==> config.mk <==
export PLATFORM = sky130hd
export DESIGN_NAME = i2c_joystick_poll_sequencer_top
export DESIGN_NICKNAME = d
export VERILOG_FILES = /design/src/design/ijps_pkg.sv /design/src/design/ijps_front.sv /design/src/design/ijps_queue.sv /design/src/design/ijps_back.sv /design/src/design/i2c_joystick_poll_sequencer_top.sv
export SDC_FILE = /design/constraint.sdc
export NUM_CORES = 1
export LEC_CHECK = 0
export BUFFER_PORTS_ARGS = -buffer_cell sky130_fd_sc_hd__buf_2
export CAP_MARGIN = 20
export CORE_MARGIN = 1
export CORE_UTILIZATION = 55
export DETAILED_ROUTE_END_ITERATION = 10
export MAX_ROUTING_LAYER = met4
export PLACE_DENSITY = 0.73
export RECOVER_POWER = 50
export SLEW_MARGIN = 40
export SYNTH_ARGS = -nofsm -noshare
export SYNTH_HDL_FRONTEND = slang
export SYNTH_HIERARCHICAL = 1
export SYNTH_SLANG_ARGS = --single-unit
==> constraint.sdc <==
create_clock -name clk -period 5.6 [get_ports clk]
set_clock_uncertainty 0.05 [all_clocks]
set_input_delay 1.12 -clock clk [delete_from_list [all_inputs] [get_ports clk]]
set_output_delay 1.12 -clock clk [all_outputs]
set_load 0.03 [all_outputs]
==> src/design/ijps_pkg.sv <==
// Shared types and constants for the I2C joystick poll sequencer.
`default_nettype none
package ijps_pkg;

    localparam int CFG_INDEX_W = 3;
    localparam int CFG_DATA_W  = 16;

    localparam logic [CFG_INDEX_W-1:0] CFG_DEVICE_ADDRESS = 3'd0;
    localparam logic [CFG_INDEX_W-1:0] CFG_SAMPLE_INTERVAL = 3'd1;
    localparam logic [CFG_INDEX_W-1:0] CFG_INIT_WAIT = 3'd2;
    localparam logic [CFG_INDEX_W-1:0] CFG_DATA_WAIT = 3'd3;
    localparam logic [CFG_INDEX_W-1:0] CFG_ACCEL_ENABLE = 3'd4;

    localparam logic [6:0]  RST_DEVICE_ADDRESS = 7'd82;
    localparam logic [15:0] RST_SAMPLE_INTERVAL = 16'd100;
    localparam logic [7:0]  RST_INIT_WAIT = 8'd10;
    localparam logic [7:0]  RST_DATA_WAIT = 8'd5;
    localparam logic        RST_ACCEL_ENABLE = 1'b1;

    localparam logic [1:0] KIND_TICK = 2'd0;
    localparam logic [1:0] KIND_STEP = 2'd1;
    localparam logic [1:0] KIND_DATA = 2'd2;
    localparam logic [1:0] KIND_TAKE = 2'd3;

    localparam logic [2:0] REPORT_BYTES = 3'd6;

    localparam logic [7:0] BYTE_INIT_REG   = 8'hF0;
    localparam logic [7:0] BYTE_INIT_VAL   = 8'h55;
    localparam logic [7:0] BYTE_ENC_REG    = 8'hFB;
    localparam logic [7:0] BYTE_ENC_VAL    = 8'h00;
    localparam logic [7:0] BYTE_REQ_REG    = 8'h00;

    typedef enum logic [1:0] {
        OP_TICK,
        OP_STEP,
        OP_DATA,
        OP_TAKE
    } op_t;

    typedef enum logic [1:0] {
        CMD_NONE   = 2'd0,
        CMD_WRITE2 = 2'd1,
        CMD_WRITE1 = 2'd2,
        CMD_READ6  = 2'd3
    } cmd_t;

    typedef enum logic [3:0] {
        PH_SAMPLE_WAIT = 4'd0,
        PH_INIT_WRITE  = 4'd1,
        PH_INIT_WAIT   = 4'd2,
        PH_ENC_WRITE   = 4'd3,
        PH_ENC_WAIT    = 4'd4,
        PH_REQ_WRITE   = 4'd5,
        PH_DATA_WAIT   = 4'd6,
        PH_READ_CMD    = 4'd7,
        PH_AWAIT_DATA  = 4'd8
    } phase_t;

    typedef struct packed {
        logic [1:0] kind;
        logic [2:0] bytes_received;
        logic [7:0] joy_x_byte;
        logic [7:0] joy_y_byte;
        logic [7:0] accel_x_high;
        logic [7:0] accel_y_high;
        logic [7:0] accel_z_high;
        logic [7:0] low_bits_and_buttons;
    } item_t;

    typedef struct packed {
        logic [1:0] cmd_kind;
        logic [6:0] cmd_address;
        logic [7:0] cmd_first;
        logic [7:0] cmd_second;
        logic [7:0] joy_x;
        logic [7:0] joy_y;
        logic [9:0] accel_x;
        logic [9:0] accel_y;
        logic [9:0] accel_z;
        logic       button_z;
        logic       button_c;
        logic       new_data;
    } result_t;

    // Classified item as it travels from front to back
    typedef struct packed {
        op_t        op;
        logic       full_report;
        logic [7:0] joy_x;
        logic [7:0] joy_y;
        logic [9:0] accel_x;
        logic [9:0] accel_y;
        logic [9:0] accel_z;
        logic       button_z;
        logic       button_c;
    } work_t;

    typedef struct packed {
        logic [6:0]  device_address;
        logic [15:0] sample_interval_ms;
        logic [7:0]  init_wait_ms;
        logic [7:0]  data_wait_ms;
        logic        accel_enable;
    } cfg_t;

    typedef struct packed {
        logic full;
        logic empty;
    } queue_status_t;

endpackage
`default_nettype wire

==> src/design/ijps_front.sv <==
// Front end: takes items and classifies them into decoded work entries.
`default_nettype none
module ijps_front (
    input  wire ijps_pkg::item_t         item,
    input  wire                          item_valid,
    output logic                         item_ready,
    input  wire ijps_pkg::queue_status_t q_status,
    output logic                         push,
    output ijps_pkg::work_t              work
);

    logic [7:0] b5;

    assign b5         = item.low_bits_and_buttons;
    assign item_ready = !q_status.full;
    assign push       = item_valid && !q_status.full;

    always_comb
    begin
        work.op          = ijps_pkg::OP_TICK;
        case (item.kind)
            ijps_pkg::KIND_TICK: work.op = ijps_pkg::OP_TICK;
            ijps_pkg::KIND_STEP: work.op = ijps_pkg::OP_STEP;
            ijps_pkg::KIND_DATA: work.op = ijps_pkg::OP_DATA;
            ijps_pkg::KIND_TAKE: work.op = ijps_pkg::OP_TAKE;
            default:             work.op = ijps_pkg::OP_TICK;
        endcase
        work.full_report = (item.bytes_received >= ijps_pkg::REPORT_BYTES);
        work.joy_x       = item.joy_x_byte;
        work.joy_y       = item.joy_y_byte;
        work.accel_x     = {item.accel_x_high, b5[3:2]};
        work.accel_y     = {item.accel_y_high, b5[5:4]};
        work.accel_z     = {item.accel_z_high, b5[7:6]};
        // buttons are active low on the bus
        work.button_z    = ~b5[0];
        work.button_c    = ~b5[1];
    end

endmodule
`default_nettype wire

==> src/design/ijps_queue.sv <==
// Short FIFO of classified work entries between front and back.
`default_nettype none
module ijps_queue #(
    parameter int DEPTH = 2
) (
    input  wire                          clk,
    input  wire                          rst_n,
    input  wire                          push,
    input  wire ijps_pkg::work_t         push_data,
    input  wire                          pop,
    output ijps_pkg::work_t              head,
    output ijps_pkg::queue_status_t      status
);

    localparam int PTR_W = (DEPTH > 1) ? $clog2(DEPTH) : 1;
    localparam int CNT_W = $clog2(DEPTH + 1);
    localparam logic [PTR_W-1:0] LAST = PTR_W'(DEPTH - 1);
    localparam logic [CNT_W-1:0] FULL_CNT = CNT_W'(DEPTH);

    ijps_pkg::work_t  slot_reg [DEPTH];
    logic [PTR_W-1:0] wr_ptr_reg, wr_ptr_next;
    logic [PTR_W-1:0] rd_ptr_reg, rd_ptr_next;
    logic [CNT_W-1:0] count_reg, count_next;
    logic             do_push, do_pop;

    assign status.full  = (count_reg == FULL_CNT);
    assign status.empty = (count_reg == '0);
    assign do_push      = push && !status.full;
    assign do_pop       = pop && !status.empty;
    assign head         = slot_reg[rd_ptr_reg];

    always_comb
    begin
        wr_ptr_next = wr_ptr_reg;
        rd_ptr_next = rd_ptr_reg;
        count_next  = count_reg;
        if (do_push)
        begin
            wr_ptr_next = (wr_ptr_reg == LAST) ? '0 : wr_ptr_reg + 1'b1;
        end
        if (do_pop)
        begin
            rd_ptr_next = (rd_ptr_reg == LAST) ? '0 : rd_ptr_reg + 1'b1;
        end
        if (do_push && !do_pop)
        begin
            count_next = count_reg + 1'b1;
        end
        else if (do_pop && !do_push)
        begin
            count_next = count_reg - 1'b1;
        end
    end

    always_ff @(posedge clk or negedge rst_n)
    begin
        if (!rst_n)
        begin
            wr_ptr_reg <= '0;
            rd_ptr_reg <= '0;
            count_reg  <= '0;
        end
        else
        begin
            wr_ptr_reg <= wr_ptr_next;
            rd_ptr_reg <= rd_ptr_next;
            count_reg  <= count_next;
        end
    end

    always_ff @(posedge clk)
    begin
        if (do_push)
        begin
            slot_reg[wr_ptr_reg] <= push_data;
        end
    end

endmodule
`default_nettype wire

==> src/design/ijps_back.sv <==
// Back end: phase sequencer, held report values and registered result.
`default_nettype none
module ijps_back (
    input  wire                          clk,
    input  wire                          rst_n,
    input  wire ijps_pkg::cfg_t          cfg,
    input  wire ijps_pkg::work_t         head,
    input  wire ijps_pkg::queue_status_t q_status,
    output logic                         pop,
    output logic                         result_valid,
    input  wire                          result_ready,
    output ijps_pkg::result_t            result
);

    ijps_pkg::phase_t  phase_reg, phase_next;
    logic [15:0]       wait_reg, wait_next;
    logic [7:0]        joy_x_reg, joy_x_next;
    logic [7:0]        joy_y_reg, joy_y_next;
    logic [9:0]        accel_x_reg, accel_x_next;
    logic [9:0]        accel_y_reg, accel_y_next;
    logic [9:0]        accel_z_reg, accel_z_next;
    logic              button_z_reg, button_z_next;
    logic              button_c_reg, button_c_next;
    logic              changed_reg, changed_next;
    logic              valid_reg;
    ijps_pkg::result_t result_reg, result_next;
    ijps_pkg::cmd_t    cmd;
    logic [7:0]        cmd_first, cmd_second;
    logic              decode, accel_upd, diff, flag_out;

    assign pop          = !q_status.empty && (!valid_reg || result_ready);
    assign result_valid = valid_reg;
    assign result       = result_reg;

    // phase sequencing
    always_comb
    begin
        phase_next = phase_reg;
        wait_next  = wait_reg;
        decode     = 1'b0;
        case (head.op)
            ijps_pkg::OP_TICK:
            begin
                if (wait_reg != '0)
                begin
                    wait_next = wait_reg - 16'd1;
                end
            end
            ijps_pkg::OP_STEP:
            begin
                case (phase_reg)
                    ijps_pkg::PH_SAMPLE_WAIT:
                        if (wait_reg == '0) phase_next = ijps_pkg::PH_INIT_WRITE;
                    ijps_pkg::PH_INIT_WAIT:
                        if (wait_reg == '0) phase_next = ijps_pkg::PH_ENC_WRITE;
                    ijps_pkg::PH_ENC_WAIT:
                        if (wait_reg == '0) phase_next = ijps_pkg::PH_REQ_WRITE;
                    ijps_pkg::PH_DATA_WAIT:
                        if (wait_reg == '0) phase_next = ijps_pkg::PH_READ_CMD;
                    ijps_pkg::PH_INIT_WRITE:
                    begin
                        wait_next  = 16'(cfg.init_wait_ms);
                        phase_next = ijps_pkg::PH_INIT_WAIT;
                    end
                    ijps_pkg::PH_ENC_WRITE:
                    begin
                        wait_next  = 16'(cfg.init_wait_ms);
                        phase_next = ijps_pkg::PH_ENC_WAIT;
                    end
                    ijps_pkg::PH_REQ_WRITE:
                    begin
                        wait_next  = 16'(cfg.data_wait_ms);
                        phase_next = ijps_pkg::PH_DATA_WAIT;
                    end
                    ijps_pkg::PH_READ_CMD:
                        phase_next = ijps_pkg::PH_AWAIT_DATA;
                    default: ;
                endcase
            end
            ijps_pkg::OP_DATA:
            begin
                if (phase_reg == ijps_pkg::PH_AWAIT_DATA)
                begin
                    decode     = head.full_report;
                    wait_next  = cfg.sample_interval_ms;
                    phase_next = ijps_pkg::PH_SAMPLE_WAIT;
                end
            end
            default: ;
        endcase
    end

    // bus command for this item
    always_comb
    begin
        cmd        = ijps_pkg::CMD_NONE;
        cmd_first  = '0;
        cmd_second = '0;
        if (head.op == ijps_pkg::OP_STEP)
        begin
            case (phase_reg)
                ijps_pkg::PH_INIT_WRITE:
                begin
                    cmd        = ijps_pkg::CMD_WRITE2;
                    cmd_first  = ijps_pkg::BYTE_INIT_REG;
                    cmd_second = ijps_pkg::BYTE_INIT_VAL;
                end
                ijps_pkg::PH_ENC_WRITE:
                begin
                    cmd        = ijps_pkg::CMD_WRITE2;
                    cmd_first  = ijps_pkg::BYTE_ENC_REG;
                    cmd_second = ijps_pkg::BYTE_ENC_VAL;
                end
                ijps_pkg::PH_REQ_WRITE:
                begin
                    cmd        = ijps_pkg::CMD_WRITE1;
                    cmd_first  = ijps_pkg::BYTE_REQ_REG;
                end
                ijps_pkg::PH_READ_CMD:
                    cmd        = ijps_pkg::CMD_READ6;
                default: ;
            endcase
        end
    end

    // held values and sticky change flag
    always_comb
    begin
        accel_upd     = decode && cfg.accel_enable;
        joy_x_next    = decode ? head.joy_x : joy_x_reg;
        joy_y_next    = decode ? head.joy_y : joy_y_reg;
        accel_x_next  = accel_upd ? head.accel_x : accel_x_reg;
        accel_y_next  = accel_upd ? head.accel_y : accel_y_reg;
        accel_z_next  = accel_upd ? head.accel_z : accel_z_reg;
        button_z_next = decode ? head.button_z : button_z_reg;
        button_c_next = decode ? head.button_c : button_c_reg;
        diff = (joy_x_next != joy_x_reg) || (joy_y_next != joy_y_reg)
            || (accel_x_next != accel_x_reg) || (accel_y_next != accel_y_reg)
            || (accel_z_next != accel_z_reg) || (button_z_next != button_z_reg)
            || (button_c_next != button_c_reg);
        flag_out     = changed_reg || diff;
        changed_next = (head.op == ijps_pkg::OP_TAKE) ? 1'b0 : flag_out;

        result_next.cmd_kind    = cmd;
        result_next.cmd_address = (cmd != ijps_pkg::CMD_NONE) ? cfg.device_address : '0;
        result_next.cmd_first   = cmd_first;
        result_next.cmd_second  = cmd_second;
        result_next.joy_x       = joy_x_next;
        result_next.joy_y       = joy_y_next;
        result_next.accel_x     = accel_x_next;
        result_next.accel_y     = accel_y_next;
        result_next.accel_z     = accel_z_next;
        result_next.button_z    = button_z_next;
        result_next.button_c    = button_c_next;
        result_next.new_data    = flag_out;
    end

    always_ff @(posedge clk or negedge rst_n)
    begin
        if (!rst_n)
        begin
            phase_reg    <= ijps_pkg::PH_SAMPLE_WAIT;
            wait_reg     <= '0;
            joy_x_reg    <= '0;
            joy_y_reg    <= '0;
            accel_x_reg  <= '0;
            accel_y_reg  <= '0;
            accel_z_reg  <= '0;
            button_z_reg <= 1'b0;
            button_c_reg <= 1'b0;
            changed_reg  <= 1'b0;
            valid_reg    <= 1'b0;
        end
        else
        begin
            if (pop)
            begin
                phase_reg    <= phase_next;
                wait_reg     <= wait_next;
                joy_x_reg    <= joy_x_next;
                joy_y_reg    <= joy_y_next;
                accel_x_reg  <= accel_x_next;
                accel_y_reg  <= accel_y_next;
                accel_z_reg  <= accel_z_next;
                button_z_reg <= button_z_next;
                button_c_reg <= button_c_next;
                changed_reg  <= changed_next;
                valid_reg    <= 1'b1;
            end
            else if (result_ready)
            begin
                valid_reg <= 1'b0;
            end
        end
    end

    always_ff @(posedge clk)
    begin
        if (pop)
        begin
            result_reg <= result_next;
        end
    end

endmodule
`default_nettype wire

==> src/design/i2c_joystick_poll_sequencer_top.sv <==
// Top level of the I2C joystick poll sequencer: config registers, front, queue, back.
//
//   channel   direction  handshake                    payload
//   item      in         item_valid / item_ready      item (ijps_pkg::item_t)
//   result    out        result_valid / result_ready  result (ijps_pkg::result_t)
//   cfg       in         cfg_valid / cfg_ready        cfg_index, cfg_data
//
// One item per cycle while result_ready is high; every item gives exactly one result.
// An accepted item goes into the queue, then into the output register when it is popped.
// The QUEUE_DEPTH-item queue lets the front take items during a result stall until it fills.
// Reset puts the sequencer in the sampling wait with all held values and flags cleared.
// cfg_ready is always high.
`default_nettype none
module i2c_joystick_poll_sequencer_top #(
    parameter int QUEUE_DEPTH = 2
) (
    input  wire                                  clk,
    input  wire                                  rst_n,
    input  wire                                  item_valid,
    output logic                                 item_ready,
    input  wire ijps_pkg::item_t                 item,
    output logic                                 result_valid,
    input  wire                                  result_ready,
    output ijps_pkg::result_t                    result,
    input  wire                                  cfg_valid,
    output logic                                 cfg_ready,
    input  wire [ijps_pkg::CFG_INDEX_W-1:0]      cfg_index,
    input  wire [ijps_pkg::CFG_DATA_W-1:0]       cfg_data
);

    ijps_pkg::cfg_t          cfg_reg;
    ijps_pkg::work_t         push_work, head;
    ijps_pkg::queue_status_t q_status;
    logic                    push, pop;

    assign cfg_ready = 1'b1;

    always_ff @(posedge clk or negedge rst_n)
    begin
        if (!rst_n)
        begin
            cfg_reg.device_address     <= ijps_pkg::RST_DEVICE_ADDRESS;
            cfg_reg.sample_interval_ms <= ijps_pkg::RST_SAMPLE_INTERVAL;
            cfg_reg.init_wait_ms       <= ijps_pkg::RST_INIT_WAIT;
            cfg_reg.data_wait_ms       <= ijps_pkg::RST_DATA_WAIT;
            cfg_reg.accel_enable       <= ijps_pkg::RST_ACCEL_ENABLE;
        end
        else if (cfg_valid)
        begin
            case (cfg_index)
                ijps_pkg::CFG_DEVICE_ADDRESS:  cfg_reg.device_address     <= cfg_data[6:0];
                ijps_pkg::CFG_SAMPLE_INTERVAL: cfg_reg.sample_interval_ms <= cfg_data;
                ijps_pkg::CFG_INIT_WAIT:       cfg_reg.init_wait_ms       <= cfg_data[7:0];
                ijps_pkg::CFG_DATA_WAIT:       cfg_reg.data_wait_ms       <= cfg_data[7:0];
                ijps_pkg::CFG_ACCEL_ENABLE:    cfg_reg.accel_enable       <= cfg_data[0];
                default: ;
            endcase
        end
    end

    ijps_front u_front (
        .item       (item),
        .item_valid (item_valid),
        .item_ready (item_ready),
        .q_status   (q_status),
        .push       (push),
        .work       (push_work)
    );

    ijps_queue #(
        .DEPTH (QUEUE_DEPTH)
    ) u_queue (
        .clk       (clk),
        .rst_n     (rst_n),
        .push      (push),
        .push_data (push_work),
        .pop       (pop),
        .head      (head),
        .status    (q_status)
    );

    ijps_back u_back (
        .clk          (clk),
        .rst_n        (rst_n),
        .cfg          (cfg_reg),
        .head         (head),
        .q_status     (q_status),
        .pop          (pop),
        .result_valid (result_valid),
        .result_ready (result_ready),
        .result       (result)
    );

    a_queue_status: assert property (@(posedge clk) disable iff (!rst_n)
        !(q_status.full && q_status.empty))
        else $error("queue reports full and empty");

    a_no_cmd_zero: assert property (@(posedge clk) disable iff (!rst_n)
        (result_valid && result.cmd_kind == ijps_pkg::CMD_NONE) |->
        (result.cmd_address == '0 && result.cmd_first == '0 && result.cmd_second == '0))
        else $error("command bytes on an item with no command");

    a_pop_loads: assert property (@(posedge clk) disable iff (!rst_n)
        pop |=> result_valid)
        else $error("popped item did not reach the result register");

    a_full_stalls: assert property (@(posedge clk) disable iff (!rst_n)
        q_status.full |-> !item_ready)
        else $error("item taken while the queue is full");

endmodule
`default_nettype wire
=== Yosys cells after proc, flatten, opt, wreduce, memory -nomap -nowiden ===
Memory sizes are Yosys's and may differ from the RTL's.
Index checks and enable logic that the tools add are counted.

* Flip-flop bits (word level): 188
* Latch bits: 0
* Bits in read-only memories: 0
* Input bits: 77
* RAM bits: 102
* Memories kept: 1
* Word-level logic and storage cells: 148

{| class="wikitable"
|+ Memory list
! name !! depth !! width !! rd ports !! clocked after memory_dff !! wr ports !! line !! source
|-
| u_queue.slot_reg || 2 || 51 || 1 || 0 || 1 || ijps_queue.sv:20 || <nowiki>ijps_pkg::work_t slot_reg [DEPTH];</nowiki>
|}

* Divide/modulo/power cells: 0
* Equality and inequality tests: 34
* Multipliers: 0
* Multiplexer cells: 34
* Bitwise logic cells: 2
* Order comparisons: 1
* Add/sub/neg operators: 5
* Reduce and logical (&&, ||, !) cells: 40
* Shifts and indexed selects: 0

{| class="wikitable"
|+ Operators with widths
! cell !! number
|-
| 16-bit case mux with 3 select lines || 1
|-
| 16-bit two-way mux || 2
|-
| 16-bit case mux with 2 select lines || 1
|-
| 4-bit case mux with 8 select lines || 1
|-
| 10-bit two-way mux || 3
|-
| 10-bit != test || 3
|-
| 4-bit two-way mux || 5
|-
| 4-bit by 3-bit == test with 1-bit output (second input constant) || 4
|-
| 16-bit logical NOT || 1
|-
| 8-bit two-way mux || 2
|-
| 8-bit != test || 2
|-
| 8-bit case mux with 2 select lines || 1
|-
| 16-bit nonzero test || 1
|-
| 16-bit by 1-bit subtractor with 16-bit output (second input constant) || 1
|-
| 3-bit by 2-bit != test with 1-bit output (second input constant) || 4
|-
| 1-bit two-way mux || 11
|-
| 2-bit == test (second input constant) || 5
|-
| 2-bit AND reduction || 5
|-
| 9-bit != test (second input constant) || 1
|-
| 4-bit by 2-bit == test with 1-bit output (second input constant) || 2
|-
| 1-bit logical OR || 8
|-
| 2-bit case mux with 4 select lines || 1
|-
| 4-bit case mux with 2 select lines || 1
|-
| 8-bit AND reduction || 1
|-
| 26 further kinds || 49
|}

=== Logic depth before layout (Yosys ltp) ===
Gate-level depths: netlist of the first run.

* Word-level depth: 13
* Mapped depth: 13
* Mapped depth without buffers: 9

=== Hierarchy ===
The synthesis of the first run kept the hierarchy.

{| class="wikitable"
|+ Modules (own cells, without submodules)
! module !! instances !! cells an instance !! seq. area each (µm²) !! area each (µm²)
|-
| ijps_back || 1 || 588 || 3583.4 || 6600.1
|-
| ijps_queue || 1 || 178 || 3163.0 || 4129.0
|-
| i2c_joystick_poll_sequencer_top || 1 || 90 || 1014.7 || 1617.8
|-
| ijps_front || 1 || 53 || 0.0 || 376.6
|}

=== Worst setup path after synthesis of the first run ===
No wires, ideal clock.

* Kind: input port to flip-flop
* Start point: in result_ready
* End point: reg u_queue.count_reg[1]
* Setup time: 79 ps
* Arrival: 4618 ps
* Setup slack: 853 ps
* Cell stages on the path: 10
* Data required time: 5471 ps
* Cells stage by stage: nand2b_1 -> nand2b_1 -> clkbuf_1 -> inv_1 -> clkbuf_1 -> o21ai_1 -> ha_1 -> xor2_1 -> nor2_1 -> xor2_1

* Word-level cells in the longest chain between the ends: 6

{| class="wikitable"
|+ Ends and longest elaborated chain
! element !! line !! source
|-
| from (decl) || i2c_joystick_poll_sequencer_top.sv:23 || <nowiki>input wire result_ready,</nowiki>
|-
| 1-bit logical OR * || ijps_back.sv:31 || <nowiki>assign pop = !q_status.empty && (!valid_reg || result_ready);</nowiki>
|-
| 1-bit logical AND * || ijps_back.sv:31 ||
|-
| via pop || i2c_joystick_poll_sequencer_top.sv:34 || <nowiki>logic push, pop;</nowiki>
|-
| 1-bit logical AND * || ijps_queue.sv:29 || <nowiki>assign do_pop = pop && !status.empty;</nowiki>
|-
| 1-bit logical NOT || ijps_queue.sv:45 || <nowiki>if (do_push && !do_pop)</nowiki>
|-
| 1-bit logical AND || ijps_queue.sv:45 ||
|-
| 2-bit two-way mux / 2-bit nonzero test (equally long branches) || n/a ||
|-
| to (signal assigned) || ijps_queue.sv:67 || <nowiki>count_reg <= count_next;</nowiki>
|-
| to (decl) || ijps_queue.sv:23 || <nowiki>logic [CNT_W-1:0] count_reg, count_next;</nowiki>
|}

The timed path passes the listed nets; every way through them passes the cells marked *.
A chain may end at the register's enable or synchronous reset.

==> results of run 1 <==
[metrics by stage]
step | instances | utilization | area, um^2 | setup WS [ns] | hold slack (ns)
global placement | 1251 | 0.581 | 13100 | 1.56 | 0.412
floorplan | 913 | - | 12700 | 0.853 | 0.400
CTS | 1305 | 0.621 | 14100 | 2.00 | 0.432
detailed placement | 1251 | 0.581 | 13200 | 2.01 | 0.420
global route | 1306 | 0.618 | 14000 | 1.04 | 0.463
finish | 1306 | 0.618 | 14000 | 1.16 | 0.432
[layer usage]
metal | wire, um | GRT usage | vias up
li1 | - | - | 3390
met1 | 10300 | 0.268 | 3481
met2 | 11300 | 0.339 | 164
met3 | 983 | 0.0293 | 30
met4 | 416 | 0.0476 | 0
met5 | 0 | - | -
[worst max-delay path: stages (launching register included)]
cell,delay (ns)
dfrtp_1,1.55
buf_4,0.62
mux2_4,0.38
xnor2_1,0.27
nand4_1,0.16
nor3_1,0.36
nand4_1,0.20
a31o_2,0.30
or2_2,0.27
[layout make-up]
class | count | share of cell area
clock buffer | 48 | 0.0620
sequential | 277 | 0.555
clock inverter | 6 | 0.00260
timing repair buffer | 154 | 0.0554
inverter | 28 | 0.00761
tap | 285 | 0.0255
multi-input combinational | 507 | 0.292
antenna | 1 | 0.000179
[cell usage in the layout, fill, tap and decap left out, types with 25 or more instances in the layout]
cell type | netlist | layout
nand2_1 | 97 | 97
buf_2 | 10 | 127
mux2_2 | 95 | 94
clkbuf_1 | 18 | 31
xnor2_1 | 34 | 34
clkbuf_16 | 0 | 29
edfxtp_1 | 163 | 163
nor2_1 | 27 | 27
dfrtp_1 | 103 | 103
inv_1 | 28 | 27
mux2_4 | 59 | 49
o21ai_0 | 25 | 25
[path summary, 6_finish.rpt]
| check | from | end | cells past startpoint |
|---|---|---|---|
| setup / recovery | u_queue/rd_ptr_reg | u_back/result[0] | 8 |
| hold / removal | cfg_reg[35] | cfg_reg[35] | 1 |
| setup reg to reg | u_queue/rd_ptr_reg | u_back/result[0] | 8 |
| hold reg to reg | cfg_reg[35] | cfg_reg[35] | 1 |
| max in group asynchronous | rst_n | cfg_reg[27] | 2 |
| min in group asynchronous | rst_n | u_back/accel_x_reg[3] | 1 |
[where the power goes]
part | internal (uW) | total (uW) | switching, uW
Combinational | 853 | 2180 | 1330
Clock | 1050 | 1790 | 744
Sequential | 2750 | 3050 | 296
[cells by family after synthesis]
kind of cell | share of synthesized area
AOI/OAI and AO/OA | 0.0421
xor gates and xnor gates | 0.0275
adders and majority gates | 0.00590
buffers and inverters | 0.0677
DFF | 0.610
muxes | 0.161
other | 0.000590
and+or+nand+nor | 0.0854
==> results.txt, run 1 <==
Status -> finished, violations left
Failing checks -> capacitance limit, slew limit
#FFs+latches synth -> 277
Setup violators final -> 0
Layout cells sized above 1 -> 0.336
H-tree levels -> 1
RSZ-0062 raised after global routing -> false
Post-synthesis sequential area ratio -> 0.610
Worst-Margin Slew -> 3.21 ns
Post-synth EDFFs -> 163
CP endpoint kind -> flip-flop
Detailed-route wire length per cell -> 17.6 um
CTS Hold Bufs -> 0
Register area -> 7760 um^2
Die area -> 23700 um^2
Starting DRT DRC Count -> 349
Setup bufs post-CTS -> 0
CTS clk-pin slew, worst paths -> 0.06 ns
Distinct cells, synth -> 67
Max Slew Vio Count -> 90
CTS Root Cell -> clkbuf_16
Vias in the first global route -> 7075
HPWL Detailed -> 14.7 mm
Layout Nets -> 1080
Largest net degree at the start of global routing -> 85
Core area -> 22600 um^2
Lkg Pwr -> 0.00585 uW
FFs w/ async S/R, synth -> 0.412
First-pass GRT wire length -> 36.7 mm
CTS Buffer Depth -> 3
CTS tree -> yes
Rows -> 55
Ports -> 154
Final Power -> 7020 uW
CP Launch Type -> flip-flop
Max-cap viol count -> 4
Hold Vio Cnt, Final -> 0
Setup_tns -> 0 ns
CTS resizes -> 0
Crit path kind -> flip-flop to flip-flop
WP data required -> 5.84 ns
Clk sinks -> 277
Max Fclk -> 0.225 GHz
Clock Latency Late Sink -> 0.54 ns
Max_slew headroom -> -1.14
Via Count -> 7065
Initial antenna violation count -> 1
Avg Vias per Cell -> 5.41
Synth area leader -> edfxtp_1
GRT Resource Usage Total -> 0.205
Commonest cells post-synth -> edfxtp_1 (163), dfrtp_1 (103), nand2_1 (97)
Worst Path Max Fanout -> 29
Area of the multi-input gates -> 4080 um^2
Gr ovfl total -> 0
Post-synthesis cell area -> 12700 um^2
Initial Util -> 0.562
R2R Setup Slk -> 1.16 ns
First-pass DRT Iterations -> 5
Tmin final -> 4.44 ns
Filler cells -> 1728
Synth warn -> 6
Total wire length -> 23.0 mm
Pwr dens -> 502 nW/um^2
Routability cong. -> 0.804
Die width -> 154 um
Final Cycle Share -> 0.792
Arrival @ worst endpoint -> 4.67 ns
Mapped Cells -> 909
Die Span Y -> 154 um
Syn-to-layout area delta -> 9.89%
Count leader, synth -> edfxtp_1
Top cell type's share of synthesized area -> 0.385
Largest register FFs -> 102
Post-DRT Antenna Nets -> 0
Peak supply drop -> 0.324 mV
CTS Buf Count -> 29
Hold WC Path Type -> flip-flop to flip-flop
Drt drc -> 0
Mean Syn Cell Area -> 14.0 um^2
Port bufs -> 146
Prevailing post-synth register cell -> edfxtp_1
Largest cells by area after synthesis -> edfxtp_1 (38%), dfrtp_1 (20%), mux2_2 (8.4%)
(Power assumes the default switching activity.)
==> inputs of run 2 (changes only) <==
CORE_UTILIZATION = 53   (was 55)
PLACE_DENSITY = 0.74   (was 0.73)
clock period = 3.6 ns   (was 5.6 ns; I/O delays follow)
==> run 2 against run 1 <==
Effect of this change:
- the run still ends with capacitance limit, slew limit left
- power is 59% higher
- die area is 3.7% higher
- core utilization down 1.6 points
- routed wire length rose by 3.7%
- critical endpoint is now u_queue/count_reg[1]
- worst setup slack got worse by 0.58 ns
- first-iteration DRC count grew 5.7%
- sequential cell count is the same
- sequential power rose by 53%
- cell area up 1.4%
- non-clock buffer count up 12
- global-route usage shrank 0.090 points
==> results.txt, run 2 (same netlist as run 1, synthesis figures left out) <==
Post-DRT Antenna Nets -> 0
Die Span Y -> 157 um
Setup violators final -> 0
CTS Root Cell -> clkbuf_16
Ports -> 154
Arrival @ worst endpoint -> 3.40 ns
Layout Nets -> 1092
CTS tree -> yes
Largest net degree at the start of global routing -> 57
Setup_tns -> 0 ns
Slowest-stage cell, CP -> clkinvlp_2
Pwr dens -> 787 nW/um^2
Gr ovfl total -> 0
Tmin final -> 3.02 ns
Rows -> 56
Worst Path Max Fanout -> 25
Worst stage delay on the critical path -> 0.66 ns
Max-cap viol count -> 1
Total wire length -> 23.8 mm
Layout cells sized above 1 -> 0.307
CTS clk-pin slew, worst paths -> 0.06 ns
Peak supply drop -> 0.444 mV
Commonest non-fill, non-tap cell in the layout -> edfxtp_1
CP Launch Type -> flip-flop
Hold WC Path Type -> input pin to flip-flop
Max Fclk -> 0.332 GHz
H-tree levels -> 1
Die width -> 157 um
Setup WS pre-CTS -> 0.577 ns
RSZ-0062 raised after global routing -> false
Largest register FFs -> 102
Die area -> 24600 um^2
Initial Util -> 0.540
Avg Vias per Cell -> 5.28
Drt drc -> 0
Initial antenna violation count -> 2
Kind of cell adding the most delay to the critical path -> buffers and inverters
CTS resizes -> 0
Syn-to-layout area delta -> 11.4%
Max Slew Vio Count -> 8
Detailed-route wire length per cell -> 17.6 um
Starting DRT DRC Count -> 369
WP data required -> 3.98 ns
Routability cong. -> 0.850
Filler cells -> 1865
Vias in the first global route -> 7131
Core Util, Final -> 0.602
Most frequent cells in the layout -> edfxtp_1 (163), dfrtp_1 (102), nand2_1 (97)
HPWL Detailed -> 15.5 mm
Hold Vio Cnt, Final -> 0
Clk sinks -> 277
Worst-path cell chain -> nor2_1 -> nand2b_1 -> clkinvlp_2 -> buf_4 -> o21ai_1 -> ha_1 -> xor2_1 -> nor2_1 -> xor2_1
Core area -> 23500 um^2
Lkg Pwr -> 0.00581 uW
Buf/Inv on CP -> 2
Clock Latency Late Sink -> 0.55 ns
First-pass DRT Iterations -> 4
Via Count -> 7140
CTS Buf Count -> 29
Worst-Margin Slew -> 1.80 ns
CTS Buffer Depth -> 3
Worst setup margin -> 0.585 ns
Max_slew headroom -> -0.216
Final Cycle Share -> 0.838
Crit path kind -> flip-flop to flip-flop
Hold_ws -> 0.308 ns
CP endpoint kind -> flip-flop
Failing checks -> capacitance limit, slew limit
Final Power -> 11200 uW
First-pass GRT wire length -> 37.6 mm
Status -> finished, violations left
Port bufs -> 146
GRT Resource Usage Total -> 0.204
==> run 2: cell count changes in the layout (fill, tap and decap cells not counted), sizes merged <==
cell         before  now
clkinvlp          0    3
bufinv            0    2
buf             135  104
clkbuf           67  106
clkinv            6    4
diode             1    2
dlygate4sd3       0    1
==> run 2: final timing paths <==
check	to	depth (start not counted)	startpoint	slack, ns
min in group asynchronous	u_back/accel_x_reg[3]	2	rst_n	0.70
min	u_queue/slot_reg[1][25]	1	item[25]	0.31
max	u_queue/count_reg[1]	9	u_queue/count_reg[0]	0.58
max in group asynchronous	cfg_reg[10]	4	rst_n	0.84
min reg2reg	cfg_reg[18]	1	cfg_reg[18]	0.44
max reg2reg	u_queue/count_reg[1]	9	u_queue/count_reg[0]	0.58
==> run 2: power breakdown <==
group          internal [uW]  switching (uW)
combinational           1350            2180
sequential              4260             400
clock                   1760            1200
total                   7380            3780
==> run 2: routing by layer <==
metal  up-vias  track usage  wire (um)
met2       181        0.339      11900
met1      3502        0.261      10400
met4         0       0.0588        533
met3        40       0.0300        981
li1       3417            -          -
met5         -            -          0
==> run 2: cell type report <==
type,instances,area (um^2),area share
multi-input cells,507,4080,0.288
flip-flops and latches,277,7760,0.548
diodes,2,5.00,0.000353
inverters,28,106,0.00750
clock inverters,9,119,0.00839
repair buffers,166,851,0.0600
clock buffers,45,846,0.0597
well taps,319,399,0.0282
==> run 2: repair_timing <==
action,CTS,global route
hold endpoints to repair,0,10
hold buffers,0,1
setup buffers,0,0
==> run 2: through the flow <==
stage / cells / instance area (um^2)
after floorplan: 913 / 12700
after global placement: 1295 / 13300
after detailed placement: 1295 / 13300
after CTS: 1349 / 14300
after global routing: 1353 / 14200
final: 1353 / 14200
==> inputs of run 3 (changes only) <==
clock period = 2.65 ns   (was 3.6 ns; I/O delays follow)
==> run 3 against run 2 <==
Effect of this change:
- the run ends with capacitance limit, slew limit, setup timing left
- fmax rose by 9.0%
- power rose by 41%
- sequential share of layout area fell by 2.2 points
- critical path depth did not move
- routed wire length rose by 3.2%
- largest cell class unchanged
==> results.txt, run 3 (same netlist as run 1, synthesis figures left out) <==
Status -> finished, violations left
Failing checks -> capacitance limit, slew limit, setup timing
Detailed-route wire length per cell -> 17.6 um
Clock Latency Late Sink -> 0.55 ns
CTS clk-pin slew, worst paths -> 0.06 ns
Worst stage delay on the critical path -> 0.53 ns
HPWL Detailed -> 16.4 mm
Core Util, Final -> 0.627
CTS Buf Count -> 29
Syn-to-layout area delta -> 16.0%
Lkg Pwr -> 0.00608 uW
Via Count -> 7400
Post-DRT Antenna Nets -> 0
Die width -> 157 um
Max Slew Vio Count -> 32
Initial Util -> 0.540
CTS tree -> yes
Worst-path cell chain -> buf_12 -> buf_16 -> mux2_4 -> nor2b_1 -> a2111o_1 -> nor4_1 -> nand4_1 -> a31o_2 -> or2_4
Crit path kind -> flip-flop to flip-flop
Pwr dens -> 1070 nW/um^2
Initial antenna violation count -> 0
Ports -> 154
Filler cells -> 1824
CP endpoint kind -> flip-flop
Die Span Y -> 157 um
Rows -> 56
Largest net degree at the start of global routing -> 70
N_diodes -> 0
Die area -> 24600 um^2
Setup WS pre-CTS -> -0.168 ns
Slowest-stage cell, CP -> dfrtp_4
Hold WC Path Type -> input pin to flip-flop
First-pass DRT Iterations -> 4
CP Launch Type -> flip-flop
Max_slew headroom -> -0.260
WP data required -> 2.90 ns
Core area -> 23500 um^2
Placed cell area -> 13700 um^2
Most frequent cells in the layout -> edfxtp_1 (163), dfrtp_1 (102), nand2_1 (96)
Port bufs -> 146
Worst setup margin -> -0.117 ns
Placed Instances -> 1335
RSZ-0062 raised after global routing -> true
H-tree levels -> 1
Routability cong. -> 0.848
Commonest non-fill, non-tap cell in the layout -> edfxtp_1
Max Fclk -> 0.361 GHz
Arrival @ worst endpoint -> 3.02 ns
Starting DRT DRC Count -> 413
Buf/Inv on CP -> 2
Largest register FFs -> 102
Setup violators final -> 2
Clk sinks -> 277
Layout Nets -> 1144
Final Cycle Share -> 1.04
Vias in the first global route -> 7188
Kind of cell adding the most delay to the critical path -> simple AND/OR/NAND/NOR gates
Drt drc -> 0
First-pass GRT wire length -> 38.2 mm
Non-filler cells, final -> 1402
Peak supply drop -> 0.501 mV
Total wire length -> 24.6 mm
Gr ovfl total -> 0
Layout cells sized above 1 -> 0.352
Avg Vias per Cell -> 5.28
Final Power -> 15800 uW
GRT Resource Usage Total -> 0.208
Worst Path Max Fanout -> 7
Max-cap viol count -> 2
CTS Buffer Depth -> 3
Worst-Margin Slew -> 1.86 ns
Final Cell Area -> 14800 um^2
Tmin final -> 2.77 ns
CTS Root Cell -> clkbuf_16
Hold Vio Cnt, Final -> 0
## run 3: power breakdown
part | internal [uW] | switching (uW)
clock | 2000 | 1610
combinational | 2570 | 3270
sequential | 5790 | 522
total | 10400 | 5400
## run 3: worst paths after layout
check | start | to | slack [ns] | cells after the start
setup / recovery | u_queue/rd_ptr_reg | u_back/result[0] | -0.12 | 9
hold / removal | item[14] | u_queue/slot_reg[1][10] | 0.12 | 1
setup reg to reg | u_queue/rd_ptr_reg | u_back/result[0] | -0.12 | 9
hold reg to reg | u_back/wait_reg[14] | u_back/wait_reg[14] | 0.44 | 1
max in group asynchronous | rst_n | cfg_reg[17] | 0.35 | 3
min in group asynchronous | rst_n | u_back/accel_x_reg[8] | 0.87 | 2
## run 3: per-stage QoR
step / hold WS, ns / setup TNS (ns)
floorplan: 0.184 / 0
global placement: 0.412 / -0.607
detailed placement: 0.420 / -0.721
CTS: 0.0900 / -0.119
global route: 0.0981 / -0.872
finish: 0.119 / -0.158
## run 3: final cells by class
class | instances | area, um^2 | area share
clock inverters | 17 | 82.6 | 0.00559
inverters | 28 | 111 | 0.00754
flip-flops and latches | 277 | 7760 | 0.526
repair buffers | 218 | 1400 | 0.0949
multi-input cells | 507 | 4250 | 0.288
clock buffers | 36 | 752 | 0.0509
well taps | 319 | 399 | 0.0270
## run 3: timing repair
action                                  CTS  global route
endpoints found under the setup margin   22            19
hold buffers                              1             0
buffers inserted                          8             3
pin swaps                                10            15
endpoints found under the hold margin    21             0
resized for setup                        24            36
gates cloned                              1             1
## run 3: metal layers
metal / track usage / part of all wire / up-vias
li1: - / - / 3505
met1: 0.278 / 0.44 / 3679
met2: 0.337 / 0.50 / 181
met3: 0.0253 / 0.038 / 35
met4: 0.0612 / 0.022 / 0
met5: - / 0 / -
